`src/rtl/met_pkg.sv`:
```
package met_pkg;

    localparam int FRAC_BITS  = 26;
    localparam int COORD_W    = 32;
    localparam int C_W        = 30;
    localparam int PROD_W     = 2 * COORD_W;
    localparam int LIMIT_W    = 8;
    localparam int S_DATA_W   = 64;
    localparam int M_DATA_W   = 8;

    localparam logic [LIMIT_W-1:0] LIMIT_RESET = LIMIT_W'(32);

    // |z|^2 > 16 with 2*FRAC_BITS fraction bits
    localparam logic [PROD_W-1:0] ESC_BOUND = PROD_W'(16) << (2 * FRAC_BITS);

    typedef enum logic [1:0] {
        ST_IDLE,
        ST_MUL,
        ST_UPD
    } met_state_t;

    typedef struct packed {
        logic load;    // capture c, clear z and count
        logic mul;     // register the three products of z
        logic upd;     // z <= z*z + c, count++
        logic finish;  // write result to output register
    } met_cmd_t;

    typedef struct packed {
        logic escaped;   // |z|^2 > 16 on current products
        logic at_limit;  // update count reached the limit
        logic out_free;  // output register can take a result
    } met_status_t;

endpackage

```
`src/rtl/met_ctrl.sv`:
```
module met_ctrl (
    input  logic                 clk,
    input  logic                 rst_n,
    input  logic                 s_tvalid,
    output logic                 s_tready,
    input  met_pkg::met_status_t status,
    output met_pkg::met_cmd_t    cmd
);
    import met_pkg::*;

    met_state_t state_reg;
    met_state_t state_next;

    always_ff @(posedge clk or negedge rst_n)
    begin
        if (!rst_n)
        begin
            state_reg <= ST_IDLE;
        end
        else
        begin
            state_reg <= state_next;
        end
    end

    always_comb
    begin
        state_next = state_reg;
        unique case (state_reg)
            ST_IDLE:
            begin
                if (s_tvalid)
                begin
                    state_next = ST_MUL;
                end
            end
            ST_MUL:
            begin
                state_next = ST_UPD;
            end
            ST_UPD:
            begin
                if (status.escaped || status.at_limit)
                begin
                    if (status.out_free)
                    begin
                        state_next = ST_IDLE;
                    end
                end
                else
                begin
                    state_next = ST_MUL;
                end
            end
            default:
            begin
                state_next = ST_IDLE;
            end
        endcase
    end

    always_comb
    begin
        cmd      = '0;
        s_tready = 1'b0;
        unique case (state_reg)
            ST_IDLE:
            begin
                s_tready = 1'b1;
                cmd.load = s_tvalid;
            end
            ST_MUL:
            begin
                cmd.mul = 1'b1;
            end
            ST_UPD:
            begin
                if (status.escaped || status.at_limit)
                begin
                    cmd.finish = status.out_free;
                end
                else
                begin
                    cmd.upd = 1'b1;
                end
            end
            default:
            begin
                cmd = '0;
            end
        endcase
    end

    a_cmd_onehot: assert property (@(posedge clk) disable iff (!rst_n)
        $onehot0({cmd.load, cmd.mul, cmd.upd, cmd.finish}))
        else $error("more than one datapath command");

    a_mul_then_upd: assert property (@(posedge clk) disable iff (!rst_n)
        (state_reg == ST_MUL) |=> (state_reg == ST_UPD))
        else $error("multiply not followed by update");

    a_load_from_idle: assert property (@(posedge clk) disable iff (!rst_n)
        cmd.load |-> (state_reg == ST_IDLE))
        else $error("load outside idle");

endmodule

```
`config.mk`:
```
export PLATFORM = sky130hd
export DESIGN_NAME = met_ctrl
export DESIGN_NICKNAME = d
export VERILOG_FILES = /design/src/rtl/met_pkg.sv /design/src/rtl/met_ctrl.sv
export SDC_FILE = /design/constraint.sdc
export NUM_CORES = 1
export LEC_CHECK = 0
export ABC_AREA = 1
export BUFFER_PORTS_ARGS = -buffer_cell sky130_fd_sc_hd__buf_2
export CELL_PAD_IN_SITES_DETAIL_PLACEMENT = 1
export CELL_PAD_IN_SITES_GLOBAL_PLACEMENT = 1
export CORE_AREA = 10 10 47 49
export DETAILED_ROUTE_END_ITERATION = 7
export DIE_AREA = 0 0 57 59
export PLACE_DENSITY_LB_ADDON = 0.2
export SETUP_SLACK_MARGIN = 0.4
export SYNTH_ARGS = -nofsm -noshare
export SYNTH_HDL_FRONTEND = slang
export SYNTH_SLANG_ARGS = --single-unit
```
`constraint.sdc`:
```
create_clock -name clk -period 0.8 [get_ports clk]
set_input_delay 0.08 -clock clk [delete_from_list [all_inputs] [get_ports clk]]
set_output_delay 0.08 -clock clk [all_outputs]
set_load 0.02 [all_outputs]
```
==> results.ini <==
[logic_synthesis]
synthMostInstantiatedCell=inv_1
synth_top_area_share_pct=34.2
avgSynthCellArea_um2=6.10
yosysSeqAreaShare_pct=34.2
synth_ff_type=dfrtp_1
syn_inst=24
ys_types=9
syn-num-nets=30
syn_area_um2=146
ys_warn_count=0
yosysTopAreaCell=dfrtp_1
synth_area_leaders=dfrtp_1 34%, inv_1 23%, nand2_1 15%
synth_edf_count=0
ys_seq_elements=2
netlist_top_cells_count=9 x inv_1, 6 x nand2_1, 2 x dfrtp_1, 2 x nor2_1
async_flop_share_pct=100

[timing]
tns_ns=-1.69
rsz0062_at_grt=yes
setup_viol=7
slew_violations=0
skew_ns=0.00462
fin_crit_sh_pct=139
max_freq_mhz=898
hold_violations=0
finalCriticalPeriod_ns=1.11
holdWs_ns=0.169
worstMarginPinSlew_ns=0.186
fin_ws_ns=-0.314
max_slew_margin_pct=87.6

[cts]
cts_inserted_buffers=3
cts_tree=yes
clock_path_buffers=2
cts.sink_count=2
cts-htree-levels=1
clk_pin_slew_worst_paths_ns=0.03
cts-root-buf=clkbuf_4
clk_latency_ns=0.22

[setup_path]
cp_num_cells=4
timing_worst_setup_path_type=reg2out
cp-end-kind=output pin
crit_buf_inv=2
critPathLaunch=state_reg[0]
r2r_end=state_reg[0]
rr_startpoint=state_reg[0]
crit_arrival_ns=1.03
startpoint_type=register
required_ns=0.72
cp_slowest_cell=dfrtp_2
cp_max_fo=3
crit_chain=inv_2, nand2_2, nor3_4, buf_6
max_stage_delay_ns=0.42
r2r_slack_ns=-0.15
rr_worst_depth=5
endpoint=cmd[0]
path_delay_family=flip-flops

[route]
drtPass1Iterations=2
totalWireLength_um=609
route.detailed.drc=0
dr.first_iter.drc_count=2
antenna_left=0
wl_per_cell_um=10.2
avgViaCountPerCell=3.40
routed-via-count=204

[min_path]
holdCritStartpoint=status[0]
hold_path_class=in2reg

[layout]
nets=52
largest_register_ffs=2
drive_above_1_share_pct=75.0
multi_input_area_um2=88.8
seq_area_um2=51.3
n_antenna_cell=0
final_cells=60
area_growth_pct=149
nFillCells=186
final_area_um2=364

[power_and_ir_drop]
p_leak_nw=0.207
p_total_mw=1.15
p_per_area_nw_per_um2=3150
ir_drop_mv=1.23

[grt]
grt-ovfl-total=0
grt_pass1_vias=263
grt_busiest_layer=met2
antenna_found_initial=0
met2_usage_pct=7.13
grt_use_total_pct=4.44
grt_use_met1_pct=3.90
grt_pass1_wl_mm=1.15
grt_start_max_net_pins=4
grt_util_met3_pct=3.86

[placed_design]
finalWeightedCongestion=0.634
dp_cells=53
hpwl_um=507
placed_area_um2=258
port_buffers=10

[die]
fp-row-count=14
ios=11
dieArea_um2=3360
die_y_um=59
core_um2=1400
dieWidth_um=57
initial_core_util_pct=10.4

[run_status]
violations=setup timing
status=finished, violations left

[flow_run]
maxCapViolCount=0

how the worst min path moves through the flow:
stage / end / slack [ns] / depth (start not counted)
2_1_floorplan: state_reg[0] / -0.22 / 0
3_3_place_gp: state_reg[1] / -0.13 / 1
3_5_place_dp: state_reg[1] / -0.13 / 1
6_report: state_reg[1] / 0.17 / 4
4_1_cts: state_reg[0] / 0.18 / 3
5_1_grt: state_reg[1] / 0.21 / 2
stage by stage:
stage / utilization (%) / setup slack (ns)
5_1_grt: 26.0 / -0.385
6_report: 26.0 / -0.314
2_1_floorplan: - / -0.00859
4_1_cts: 24.6 / -0.333
3_3_place_gp: 18.4 / -0.106
3_5_place_dp: 18.4 / -0.140
cell usage in the layout (no fill, tap or decap):
cell type	count
buf_6	6
o21ai_2	1
dlygate4sd3_1	1
dfrtp_1	1
clkbuf_4	3
buf_2	5
dfrtp_2	1
buf_4	6
nor2_4	2
nand2_2	4
nor2_1	1
nor3_4	1
nand3_1	1
inv_2	4
nand2_1	2
inv_1	5
worst register-to-register path: cells and delay by family (launching register included):
| family | cells | cell delay (ns) |
|---|---|---|
| compound gates | 1 | 0.04 |
| simple gates | 2 | 0.20 |
| flops | 1 | 0.42 |
| buf+inv | 2 | 0.22 |
where the power goes:
part / internal (mW) / leakage, nW / total (mW) / switching (mW)
Combinational: 0.361 / 0.169 / 0.738 / 0.377
Clock: 0.165 / 0.0138 / 0.221 / 0.0556
Sequential: 0.147 / 0.0242 / 0.189 / 0.0427
final cells by class:
type / instances / area share [%]
inverters: 9 / 9.28
well taps: 16 / 5.50
repair buffers: 18 / 40.5
clock buffers: 3 / 6.19
flip-flops and latches: 2 / 14.1
multi-input cells: 12 / 24.4
cell families (layout without fill, tap and decap cells):
group           Yosys count  after routing  synth area share, %
simple gates             11             11                 31.6
buf+inv                  10             30                 28.2
flops                     2              2                 34.2
compound gates            1              1                 5.98
what timing repair did:
item,4_1_cts,5_1_grt
hold buffers,1,0
pin swaps,0,1
setup endpoints to repair,7,7
buffers inserted,2,1
cloned,0,0
endpoints found under the hold margin,2,0
resized for setup,14,4
metal layers:
layer  up-vias  part of all wire (%)
met5         -                     0
met3         0                    11
met4         0                     0
met1        93                    30
met2         6                    59
li1        105                     -
No activity file was read; power rests on OpenSTA's default activity.
